==> config.mk <==
export PLATFORM = sky130hd
export DESIGN_NAME = pm25_average_fan_level_top
export DESIGN_NICKNAME = d
export VERILOG_FILES = /design/src/hdl/pm25_pkg.sv /design/src/hdl/pm25_front.sv /design/src/hdl/pm25_queue.sv /design/src/hdl/pm25_back.sv /design/src/hdl/pm25_average_fan_level_top.sv
export SDC_FILE = /design/constraint.sdc
export NUM_CORES = 1
export LEC_CHECK = 0
export BUFFER_PORTS_ARGS = -buffer_cell sky130_fd_sc_hd__buf_2
export CAP_MARGIN = 20
export CORE_MARGIN = 2
export CORE_UTILIZATION = 40
export DETAILED_ROUTE_END_ITERATION = 10
export PLACE_DENSITY = 0.56
export SLEW_MARGIN = 20
export SYNTH_ARGS = -nofsm -noshare
export SYNTH_HDL_FRONTEND = slang
export SYNTH_SLANG_ARGS = --single-unit
export TNS_END_PERCENT = 20
==> constraint.sdc <==
create_clock -name clk -period 9.6 [get_ports clk]
set_input_delay 1.92 -clock clk [delete_from_list [all_inputs] [get_ports clk]]
set_output_delay 1.92 -clock clk [all_outputs]
set_load 0.01 [all_outputs]
==> src/hdl/pm25_pkg.sv <==
// shared types and constants for the pm25 average / fan level block
// no dependencies
package pm25_pkg;

  // window geometry
  localparam int WINDOW_LEN = 5;
  localparam int SLOT_W     = $clog2(WINDOW_LEN);
  localparam int COUNT_W    = $clog2(WINDOW_LEN + 1);

  // field widths
  localparam int SAMPLE_W = 12;
  localparam int SUM_W    = 16;
  localparam int THR_W    = 12;
  localparam int HYST_W   = 8;
  localparam int LEVEL_W  = 2;
  localparam int CMP_W    = THR_W + 2;

  // divide by window length as multiply by rounded-up reciprocal and shift
  localparam int    DIV_SHIFT = SUM_W + $clog2(WINDOW_LEN);
  localparam int    MUL_W     = SUM_W + 2;
  localparam int    PROD_W    = SUM_W + MUL_W;
  localparam longint DIV_MUL_L =
    ((longint'(1) << DIV_SHIFT) + longint'(WINDOW_LEN) - 1) / longint'(WINDOW_LEN);
  localparam logic [MUL_W-1:0] DIV_MUL = MUL_W'(DIV_MUL_L);

  // configuration register indexes
  localparam int CFG_IDX_W = 2;
  localparam logic [CFG_IDX_W-1:0] REG_LOW_THRESHOLD  = 2'd0;
  localparam logic [CFG_IDX_W-1:0] REG_HIGH_THRESHOLD = 2'd1;
  localparam logic [CFG_IDX_W-1:0] REG_HYSTERESIS     = 2'd2;

  // reset values of the registers
  localparam logic [THR_W-1:0]  LOW_THRESHOLD_RST  = 12'd75;
  localparam logic [THR_W-1:0]  HIGH_THRESHOLD_RST = 12'd150;
  localparam logic [HYST_W-1:0] HYSTERESIS_RST     = 8'd5;

  // level request codes
  localparam logic [LEVEL_W-1:0] LEVEL_NONE  = 2'd0;
  localparam logic [LEVEL_W-1:0] LEVEL_ONE   = 2'd1;
  localparam logic [LEVEL_W-1:0] LEVEL_TWO   = 2'd2;
  localparam logic [LEVEL_W-1:0] LEVEL_THREE = 2'd3;

  // item handed from the front to the back
  typedef struct packed {
    logic             window_full;
    logic             fan_off;
    logic [SUM_W-1:0] sum;
  } work_item_t;

  // one result entry
  typedef struct packed {
    logic                window_full;
    logic [SAMPLE_W-1:0] average;
    logic [LEVEL_W-1:0]  level_request;
    logic                clear_auto;
  } result_t;

  // thresholds as seen by the back part
  typedef struct packed {
    logic [THR_W-1:0]  low_threshold;
    logic [THR_W-1:0]  high_threshold;
    logic [HYST_W-1:0] hysteresis;
  } thresholds_t;

endpackage

==> src/hdl/pm25_front.sv <==
// front part: accepts samples and keeps the ring window and its sum
// depends on pm25_pkg
module pm25_front (
  input  logic                          clk,
  input  logic                          rst,
  input  logic                          push,
  output logic                          full,
  input  logic [pm25_pkg::SAMPLE_W-1:0] sample,
  input  logic                          sensor_running,
  input  logic                          auto_request,
  input  logic                          fan_off,
  input  logic                          q_full,
  output logic                          q_push,
  output pm25_pkg::work_item_t          q_item
);

  logic [pm25_pkg::SAMPLE_W-1:0] window_store [pm25_pkg::WINDOW_LEN];
  logic [pm25_pkg::SUM_W-1:0]    window_sum, window_sum_next;
  logic [pm25_pkg::SLOT_W-1:0]   write_slot, write_slot_next;
  logic [pm25_pkg::COUNT_W-1:0]  fill_count, fill_count_next;
  logic                          accept;
  logic                          enabled;
  logic                          filling;
  logic [pm25_pkg::SLOT_W-1:0]   slot_inc;
  logic [pm25_pkg::SUM_W-1:0]    old_ext, new_ext;

  assign full    = q_full;
  assign accept  = push && !q_full;
  assign enabled = sensor_running || auto_request;
  assign filling = fill_count < pm25_pkg::COUNT_W'(pm25_pkg::WINDOW_LEN);
  assign old_ext = pm25_pkg::SUM_W'(window_store[write_slot]);
  assign new_ext = pm25_pkg::SUM_W'(sample);

  // ring position wraps at the window length
  assign slot_inc = (write_slot == pm25_pkg::SLOT_W'(pm25_pkg::WINDOW_LEN - 1)) ?
                    '0 : write_slot + 1'b1;

  // window bookkeeping for one accepted sample
  always_comb begin
    window_sum_next = window_sum;
    write_slot_next = write_slot;
    fill_count_next = fill_count;
    if (!enabled) begin
      window_sum_next = '0;
      write_slot_next = '0;
      fill_count_next = '0;
    end else if (filling) begin
      window_sum_next = window_sum + new_ext;
      write_slot_next = slot_inc;
      fill_count_next = fill_count + 1'b1;
    end else begin
      window_sum_next = window_sum - old_ext + new_ext;
      write_slot_next = slot_inc;
    end
  end

  // control state
  always_ff @(posedge clk) begin
    if (rst) begin
      window_sum <= '0;
      write_slot <= '0;
      fill_count <= '0;
    end else if (accept) begin
      window_sum <= window_sum_next;
      write_slot <= write_slot_next;
      fill_count <= fill_count_next;
    end
  end

  // sample store, written at the ring position
  always_ff @(posedge clk) begin
    if (accept && enabled) begin
      window_store[write_slot] <= sample;
    end
  end

  // hand the classified item to the queue
  assign q_push              = accept;
  assign q_item.window_full  = enabled && !filling;
  assign q_item.fan_off      = fan_off;
  assign q_item.sum          = window_sum_next;

endmodule

==> src/hdl/pm25_queue.sv <==
// two-entry queue between the front and the back part
// depends on pm25_pkg
module pm25_queue (
  input  logic                 clk,
  input  logic                 rst,
  input  logic                 wr,
  input  pm25_pkg::work_item_t wr_item,
  output logic                 q_full,
  input  logic                 rd,
  output logic                 rd_valid,
  output pm25_pkg::work_item_t rd_item
);

  pm25_pkg::work_item_t entries [2];
  logic       wr_ptr, rd_ptr;
  logic [1:0] count;
  logic       do_wr, do_rd;

  assign q_full   = count == 2'd2;
  assign rd_valid = count != 2'd0;
  assign rd_item  = entries[rd_ptr];
  assign do_wr    = wr && !q_full;
  assign do_rd    = rd && rd_valid;

  // pointers and fill level
  always_ff @(posedge clk) begin
    if (rst) begin
      wr_ptr <= 1'b0;
      rd_ptr <= 1'b0;
      count  <= 2'd0;
    end else begin
      if (do_wr) wr_ptr <= !wr_ptr;
      if (do_rd) rd_ptr <= !rd_ptr;
      count <= count + {1'b0, do_wr} - {1'b0, do_rd};
    end
  end

  // entry storage
  always_ff @(posedge clk) begin
    if (do_wr) begin
      entries[wr_ptr] <= wr_item;
    end
  end

endmodule

==> src/hdl/pm25_back.sv <==
// back part: average by reciprocal multiply, level decision, result queue
// holds the configuration registers; depends on pm25_pkg
module pm25_back (
  input  logic                                clk,
  input  logic                                rst,
  input  logic                                wr_en,
  input  logic [pm25_pkg::CFG_IDX_W-1:0]      wr_index,
  input  logic [pm25_pkg::THR_W-1:0]          wr_data,
  input  logic                                q_valid,
  input  pm25_pkg::work_item_t                q_item,
  output logic                                q_pop,
  input  logic                                pop,
  output logic                                empty,
  output logic                                window_full,
  output logic [pm25_pkg::SAMPLE_W-1:0]       average,
  output logic [pm25_pkg::LEVEL_W-1:0]        level_request,
  output logic                                clear_auto
);

  pm25_pkg::thresholds_t       thr;
  logic                        a_valid;
  logic                        a_window_full;
  logic                        a_fan_off;
  logic [pm25_pkg::PROD_W-1:0] a_prod;
  logic                        a_en;
  logic                        out_ready;
  logic                        out_push;
  logic                        out_pop;
  pm25_pkg::result_t           res;
  pm25_pkg::result_t           out_mem [2];
  logic                        out_wr_ptr, out_rd_ptr;
  logic [1:0]                  out_count;
  logic [pm25_pkg::SAMPLE_W-1:0] avg;
  logic signed [pm25_pkg::CMP_W-1:0] avg_s, lo_m, lo_p, hi_m, hi_p;
  logic [pm25_pkg::LEVEL_W-1:0] level;

  // configuration registers
  always_ff @(posedge clk) begin
    if (rst) begin
      thr.low_threshold  <= pm25_pkg::LOW_THRESHOLD_RST;
      thr.high_threshold <= pm25_pkg::HIGH_THRESHOLD_RST;
      thr.hysteresis     <= pm25_pkg::HYSTERESIS_RST;
    end else if (wr_en) begin
      case (wr_index)
        pm25_pkg::REG_LOW_THRESHOLD:  thr.low_threshold  <= wr_data;
        pm25_pkg::REG_HIGH_THRESHOLD: thr.high_threshold <= wr_data;
        pm25_pkg::REG_HYSTERESIS:     thr.hysteresis     <= wr_data[pm25_pkg::HYST_W-1:0];
        default: ;
      endcase
    end
  end

  // multiply stage advances when it is empty or the result queue has room
  assign out_ready = out_count != 2'd2;
  assign a_en      = !a_valid || out_ready;
  assign q_pop     = q_valid && a_en;
  assign out_push  = a_valid && out_ready;

  always_ff @(posedge clk) begin
    if (rst) begin
      a_valid <= 1'b0;
    end else if (a_en) begin
      a_valid <= q_valid;
    end
  end

  always_ff @(posedge clk) begin
    if (q_pop) begin
      a_window_full <= q_item.window_full;
      a_fan_off     <= q_item.fan_off;
      a_prod        <= pm25_pkg::PROD_W'(q_item.sum) * pm25_pkg::PROD_W'(pm25_pkg::DIV_MUL);
    end
  end

  // quotient and signed band edges
  assign avg   = a_prod[pm25_pkg::DIV_SHIFT +: pm25_pkg::SAMPLE_W];
  assign avg_s = signed'(pm25_pkg::CMP_W'(avg));
  assign lo_m  = signed'(pm25_pkg::CMP_W'(thr.low_threshold) - pm25_pkg::CMP_W'(thr.hysteresis));
  assign lo_p  = signed'(pm25_pkg::CMP_W'(thr.low_threshold) + pm25_pkg::CMP_W'(thr.hysteresis));
  assign hi_m  = signed'(pm25_pkg::CMP_W'(thr.high_threshold) - pm25_pkg::CMP_W'(thr.hysteresis));
  assign hi_p  = signed'(pm25_pkg::CMP_W'(thr.high_threshold) + pm25_pkg::CMP_W'(thr.hysteresis));

  // level decision with dead bands
  always_comb begin
    if (a_fan_off || avg_s <= lo_m) begin
      level = pm25_pkg::LEVEL_ONE;
    end else if (avg_s >= lo_p && avg_s <= hi_m) begin
      level = pm25_pkg::LEVEL_TWO;
    end else if (avg_s >= hi_p) begin
      level = pm25_pkg::LEVEL_THREE;
    end else begin
      level = pm25_pkg::LEVEL_NONE;
    end
  end

  // results during fill or while disabled are all zero
  always_comb begin
    res = '0;
    if (a_window_full) begin
      res.window_full   = 1'b1;
      res.average       = avg;
      res.level_request = level;
      res.clear_auto    = 1'b1;
    end
  end

  // result queue
  assign out_pop = pop && !empty;
  assign empty   = out_count == 2'd0;

  always_ff @(posedge clk) begin
    if (rst) begin
      out_wr_ptr <= 1'b0;
      out_rd_ptr <= 1'b0;
      out_count  <= 2'd0;
    end else begin
      if (out_push) out_wr_ptr <= !out_wr_ptr;
      if (out_pop)  out_rd_ptr <= !out_rd_ptr;
      out_count <= out_count + {1'b0, out_push} - {1'b0, out_pop};
    end
  end

  always_ff @(posedge clk) begin
    if (out_push) begin
      out_mem[out_wr_ptr] <= res;
    end
  end

  assign window_full   = out_mem[out_rd_ptr].window_full;
  assign average       = out_mem[out_rd_ptr].average;
  assign level_request = out_mem[out_rd_ptr].level_request;
  assign clear_auto    = out_mem[out_rd_ptr].clear_auto;

endmodule

==> src/hdl/pm25_average_fan_level_top.sv <==
// Particulate moving average with fan level request.
// Input channel: sample, sensor_running, auto_request, fan_off; a transfer
// happens on a clock edge with push high and full low.
// Result channel: window_full, average, level_request, clear_auto show the
// oldest result while empty is low; pop with empty low completes the transfer.
// Config: wr_en writes wr_data into register wr_index (0 low threshold,
// 1 high threshold, 2 hysteresis) at once; write only while the block is idle.
// Every accepted sample yields exactly one result. With sensor_running and
// auto_request both low the window is emptied and the result is all zero;
// while the five-entry window fills the result is all zero as well.
// A result passes through the front queue, then the reciprocal multiply
// register, then the result queue before it is visible.
// Throughput: one sample per cycle while full is low, set by the ring update.
// Reset (rst, synchronous) empties the window and both queues and restores
// the register defaults 75, 150 and 5.
// When pop stays low the result queue (2 entries) and the front queue
// (2 entries) fill, and full rises; nothing is dropped.
// depends on pm25_pkg, pm25_front, pm25_queue, pm25_back
module pm25_average_fan_level_top (
  input  logic                           clk,
  input  logic                           rst,
  input  logic                           push,
  output logic                           full,
  input  logic [pm25_pkg::SAMPLE_W-1:0]  sample,
  input  logic                           sensor_running,
  input  logic                           auto_request,
  input  logic                           fan_off,
  output logic                           empty,
  input  logic                           pop,
  output logic                           window_full,
  output logic [pm25_pkg::SAMPLE_W-1:0]  average,
  output logic [pm25_pkg::LEVEL_W-1:0]   level_request,
  output logic                           clear_auto,
  input  logic                           wr_en,
  input  logic [pm25_pkg::CFG_IDX_W-1:0] wr_index,
  input  logic [pm25_pkg::THR_W-1:0]     wr_data
);

  logic                 q_full;
  logic                 q_push;
  pm25_pkg::work_item_t q_wr_item;
  logic                 q_pop;
  logic                 q_valid;
  pm25_pkg::work_item_t q_rd_item;

  // window keeper
  pm25_front u_front (
    .clk            (clk),
    .rst            (rst),
    .push           (push),
    .full           (full),
    .sample         (sample),
    .sensor_running (sensor_running),
    .auto_request   (auto_request),
    .fan_off        (fan_off),
    .q_full         (q_full),
    .q_push         (q_push),
    .q_item         (q_wr_item)
  );

  // decoupling queue
  pm25_queue u_queue (
    .clk      (clk),
    .rst      (rst),
    .wr       (q_push),
    .wr_item  (q_wr_item),
    .q_full   (q_full),
    .rd       (q_pop),
    .rd_valid (q_valid),
    .rd_item  (q_rd_item)
  );

  // average and level decision
  pm25_back u_back (
    .clk           (clk),
    .rst           (rst),
    .wr_en         (wr_en),
    .wr_index      (wr_index),
    .wr_data       (wr_data),
    .q_valid       (q_valid),
    .q_item        (q_rd_item),
    .q_pop         (q_pop),
    .pop           (pop),
    .empty         (empty),
    .window_full   (window_full),
    .average       (average),
    .level_request (level_request),
    .clear_auto    (clear_auto)
  );

endmodule

* Word-level counts from Yosys, hierarchy flattened
Memory sizes are Yosys's and may differ from the RTL's. A register that Yosys moved wholly into a read port is not among the register bits.
Index checks and enable logic that the tools add are counted.
** Storage, ports and cells
- Bits in registers :: 95
- Memory bits (writable) :: 128
- Input port bits :: 34
- Output and inout port bits :: 18
- Word-level logic and storage cells :: 93
- Memories kept :: 3
** Memories
- u_front.window_store :: depth 5, width 12, read ports 1, clocked after memory_dff 1, wr ports 1, RTL line pm25_front.sv:17 : logic [pm25_pkg::SAMPLE_W-1:0] window_store [pm25_pkg::WINDOW_LEN];
- u_queue.entries :: depth 2, width 18, read ports 1, clocked after memory_dff 1, wr ports 1, RTL line pm25_queue.sv:14 : pm25_pkg::work_item_t entries [2];
- u_back.out_mem :: depth 2, width 16, read ports 1, clocked after memory_dff 1, wr ports 1, RTL line pm25_back.sv:30 : pm25_pkg::result_t out_mem [2];
** Operators by class
- Add/subtract/negate cells :: 13
- Multipliers :: 1
- $lt $le $gt $ge :: 5
- Equal/unequal tests :: 6
- Multiplexer cells :: 22
- Reduce and logical (&&, ||, !) cells :: 27
** Operators by type and width (number)
- 2-to-1 mux 16 bit :: 3
- adder 16 x 12 -> 16 bit :: 2
- multiplier 16 x 16 -> 30 bit, second input constant :: 1
- adder 12 x 8 -> 13 bit :: 2
- greater-or-equal comparator 12 x 13 -> 1 bit :: 2
- less-or-equal comparator 13 bit :: 2
- subtractor 12 x 8 -> 13 bit :: 2
- 2-to-1 mux 3 bit :: 6
- subtractor 16 x 12 -> 16 bit :: 1
- 2-to-1 mux 1 bit :: 10
- logical AND 1 bit :: 9
- zero test 1 bit :: 8
- AND reduction 2 bit :: 4
- adder 3 x 1 -> 3 bit, second input constant :: 2
- 2-to-1 mux 2 bit :: 3
- adder 2 x 1 -> 2 bit :: 2
- == test 2 bit, second input constant :: 2
- zero test 2 bit :: 2
- != test 2 bit, second input constant :: 2
- subtractor 2 x 1 -> 2 bit :: 2
- == test 3 bit, second input constant :: 1
- logical OR 1 bit :: 3
- less-than comparator 3 bit, second input constant :: 1
- == test 2 x 1 -> 1 bit, second input constant :: 1
- nonzero test 2 bit :: 1

* Depth between registers and ports, before layout
- Depth in word-level cells :: 6
- Gate-level depth with buffers :: 24
- Mapped depth without buffers :: 22

* By module
Synthesis repeated with hierarchy kept, for this count alone.
** Second synthesis, totals
- Cell total of the unflattened synthesis :: 1616
- Area, all modules :: 16801.1 sq um
** By module, submodules not included
- pm25_back :: times used 1, cells each 1064, area each 10148.5 sq um, sequential area each 2082.0 sq um
- pm25_front :: times used 1, cells each 470, area each 5117.4 sq um, sequential area each 2302.2 sq um
- pm25_queue :: times used 1, cells each 82, area each 1535.2 sq um, sequential area each 1181.1 sq um

* Worst setup path after synthesis
OpenSTA, ideal clock, no wires.
- Path type :: register to register
- Start :: register with a tool-made name
- End :: register u_back.a_prod[29] (netlist name), data pin
- Setup time :: 258 ps
- Arrival time :: 5939 ps
- Data required time :: 9342 ps
- Setup slack :: 3403 ps
- Stages on the path, launching flop included :: 23
- Buffers on the path :: 2
- Period minus slack after synthesis :: 6197 ps
- Cells stage by stage :: dfxtp_1 > buf_2 > buf_1 > mux2_2 > ha_1 > xor2_1 > ha_1 > fa_1 > fa_1 > fa_1 > inv_1 > fa_1 > inv_1 > ha_1 > a21oi_1 > o211ai_1 > o211ai_1 > a21oi_1 > a41oi_1 > a211o_1 > nand2_1 > a21oi_1 > xnor2_1
** RTL lines
- end signal, assigned :: RTL line pm25_back.sv:71 : a_prod <= pm25_pkg::PROD_W'(q_item.sum) * pm25_pkg::PROD_W'(pm25_pkg::DIV_MUL);
- end, declared :: RTL line pm25_back.sv:24 : logic [pm25_pkg::PROD_W-1:0] a_prod;

==> reports/qor.csv <==
stage,metric,value,unit
worst_setup_path,"Max FO, Critical Path",20,
worst_setup_path,Critical Path Sink Type,flop,
routing,DRT Pass-1 Iters,5,
floorplanning,full die area,0.0423,mm^2
clock_network,clk_lat worst skew,0.54,ns
routing,Wirelength per Cell,16.8,um
floorplanning,die height,206,um
finish,filler cell count,3771,
routing,number of DRC markers in iteration 0,516,
worst_setup_path,Bufs and invs on worst path,2,
finish,area of the multi-input gates,0.00965,mm^2
worst_setup_path,worst setup path class,flop to flop,
routing,vias post-DR,10900,
clock_network,H-tree Lvls,1,
worst_setup_path,R2R depth,20,
routing,WL final,35900,um
timing,clock skew,0.0314,ns
logic_synthesis,Mapped Area,0.0162,mm^2
finish,post-layout util,44.9,%
finish,synthesis-to-finish area growth,10.3,%
logic_synthesis,"EDFF count, synth",140,
finish,FF+latch area,0.00557,mm^2
place,Routability Congestion,0.901,
routing,via-per-instance ratio,5.08,
timing,Max Fclk,148,MHz
clock_network,Clock Sinks,208,
clock_network,Max clock buf depth,3,
timing,Worst Max-Slew Pin Slew,1.10,ns
routing,drt drc,0,
place,IO Port Bufs,51,
worst_setup_path,Critical R2R Capture,u_back.a_prod[29],
worst_setup_path,Crit path arrival time,7.06,ns
clock_network,clk slew on worst S/H paths,0.06,ns
finish,layout cells sized above 1,10.4,%
logic_synthesis,#FFs+latches synth,208,
logic_synthesis,Syn Inst Count,1544,
logic_synthesis,top cell type's share of synthesized area,25.9,%
worst_setup_path,critical path's top delay family,adder cells,
worst_setup_path,Levels on crit path,20,
worst_setup_path,CP max-delay cell,dfxtp_1,
logic_synthesis,post-synth cell types,66,
worst_setup_path,flop2flop setup slack,2.84,ns
logic_synthesis,synthesized area per cell,10.5,um^2
floorplanning,die width,206,um
worst_setup_path,crit start category,flop,
timing,relative slew slack,26.3,%
timing,Max Transition Viols Final,0,
clock_network,Num CTS Buffers,24,
logic_synthesis,"area leader, netlist",edfxtp_1,
timing,fin crit share,70.4,%
worst_setup_path,crit path cell chain,mux2_2 -> ha_1 -> xor2_1 -> ha_1 -> fa_1 -> fa_1 -> fa_1 -> inv_1 -> fa_1 -> inv_1 -> ha_1 -> a21oi_1 -> o211ai_1 -> o211ai_1 -> a21oi_1 -> a41oi_1 -> a211o_1 -> nand2_1 -> a21oi_1 -> xnor2_1,
logic_synthesis,warnings from Yosys,0,
floorplanning,Core Rows,73,
grt,first-pass GRT wire length,59200,um
timing,endpoints failing hold,0,
finish,Final nets,1966,
worst_setup_path,crit path to,u_back.a_prod[29],
timing,RSZ-0062 raised after global routing,no,
worst_setup_path,max incr delay on CP,0.88,ns
clock_network,TritonCTS clock tree,yes,
floorplanning,Starting Density,40.7,%
clock_network,CTS root buffer,clkbuf_16,
grt,vias in the first global route,11500,
status,status,"complete, no violations",
timing,Setup-failing EPs final,0,
logic_synthesis,prevailing post-synth register cell,edfxtp_1,
logic_synthesis,syn_nets,1910,
floorplanning,total I/O pin count,52,
routing,Antenna Nets Post-Route,0,
grt,largest net degree at the start of global routing,68,
finish,antenna cells,0,
finish,Finished Cell Area,0.0179,mm^2
worst_setup_path,CP most frequent cell,fa_1,
grt,antenna violations before repair,0,
clock_network,Post-CTS Setup Repair Bufs,0,
place,placed cell areas,0.0171,mm^2
clock_network,Post-CTS Resized,0,
logic_synthesis,synth top area cells,"edfxtp_1 26%, ha_1 18%, fa_1 12%, dfxtp_1 8.4%, inv_1 5.6%",
logic_synthesis,Async SR Flop Fraction,0,%
floorplanning,core area,0.0399,mm^2
grt,Global Route Usage Sum,17.8,%
grt,GRT Residual Overflow,0,
logic_synthesis,sequential fraction of the synthesis area,34.2,%
place,Post-DP HPWL,28500,um
clock_network,# hold bufs at CTS,0,
min_path,worst hold path class,flop to flop,
worst_setup_path,Worst Path Required,9.89,ns
timing,Final min period,6.76,ns
run,Max-cap violations,0,
timing,setup_tns,0,ns
worst min-delay path: stages (launching register included):
cell     delay, ns
dfxtp_1       0.32
nand2_1       0.06
a21oi_1       0.05
sequential cells by signal (all words and copies together), names as in the netlist, named ones only:
signal and count:
u_queue.wr_ptr 1, u_back.out_wr_ptr 1, u_back.a_window_full 1, u_queue.count 2, u_back.out_mem 30, u_back.a_prod 12
u_back.a_valid 1, u_back.out_count 2, u_back.out_rd_ptr 1, u_back.thr 32, u_front.write_slot 3, u_queue.rd_ptr 1
u_front.fill_count 3, u_front.window_sum 16, u_queue.entries 36, u_front.window_store 60, u_back.a_fan_off 1
metal layers:
layer	vias to the layer above	track usage, %	share of wire (%)
li1	5405	-	-
met1	5277	21.8	45
met2	163	33.0	50
met3	45	2.17	3.2
met4	0	4.09	2.2
met5	-	0	0
cells in the final DEF (no fill, tap or decap), types with 5 or more instances in the layout:
master,count
a211o_1,6
a211oi_1,13
a21boi_0,5
a21o_1,18
a21oi_1,95
a31oi_1,7
and2_1,16
and3_1,8
buf_2,51
buf_4,12
clkbuf_1,7
clkbuf_16,25
dfxtp_1,68
edfxtp_1,140
fa_1,96
ha_1,236
inv_1,244
mux2_2,42
mux2i_1,11
mux4_2,12
nand2_1,118
nand2b_1,13
nand3_1,15
nand3b_1,11
nor2_1,83
nor2b_1,18
nor3_1,12
nor4_1,11
o211ai_1,7
o21a_1,12
o21ai_0,34
o21bai_1,8
xnor2_1,58
xor2_1,35
kinds of logic after synthesis:
group                    Yosys count  share of synthesized area (%)
AND/OR/NAND/NOR                  327                           9.55
flip-flops                       208                           34.2
adder cells (fa/ha/maj)          332                           30.0
AO/OA/AOI/OAI                    242                           9.50
XOR/XNOR                          93                           5.01
buffers and inverters            277                           6.44
multiplexers                      65                           5.25
synth_stat cells (all sizes together), types with 18 or more instances:
cell type / number
nor2: 83
clkbuf: 25
xor2: 35
fa: 96
mux2: 42
a21o: 18
a21oi: 95
edfxtp: 140
ha: 236
xnor2: 58
dfxtp: 68
o21ai: 38
inv: 244
nor2b: 18
nand2: 118
how the worst min path moves through the flow:
stage                                      from                     to  slack [ns]  cells past startpoint
final                             u_back.thr[8]          u_back.thr[8]        0.48                      2
after global routing      u_front.window_sum[0]  u_front.window_sum[0]        0.50                      2
after CTS                         u_back.thr[8]          u_back.thr[8]        0.48                      2
after detailed placement          u_back.thr[8]          u_back.thr[8]        0.47                      2
after global placement            u_back.thr[8]          u_back.thr[8]        0.47                      2
after floorplan                   u_back.thr[8]          u_back.thr[8]        0.45                      2
area by class of cell:
type / count / share of cell area (%)
multi-input cells: 1059 / 53.8
well taps: 525 / 3.66
clock inverters: 10 / 0.642
inverters: 244 / 5.11
flip-flops and latches: 208 / 31.0
clock buffers: 34 / 3.79
repair buffers: 63 / 1.93
through the flow:
stage	hold WS (ns)	setup WS, ns	std cells
6_report	0.478	2.84	2143
5_1_grt	0.498	2.49	2143
4_1_cts	0.480	2.81	2143
3_5_place_dp	0.472	2.84	2099
3_3_place_gp	0.467	2.89	2099
2_1_floorplan	0.453	3.40	1544
Power is not shown: default switching activity piles up to over one toggle a cycle in this logic, so the estimate is an artifact.
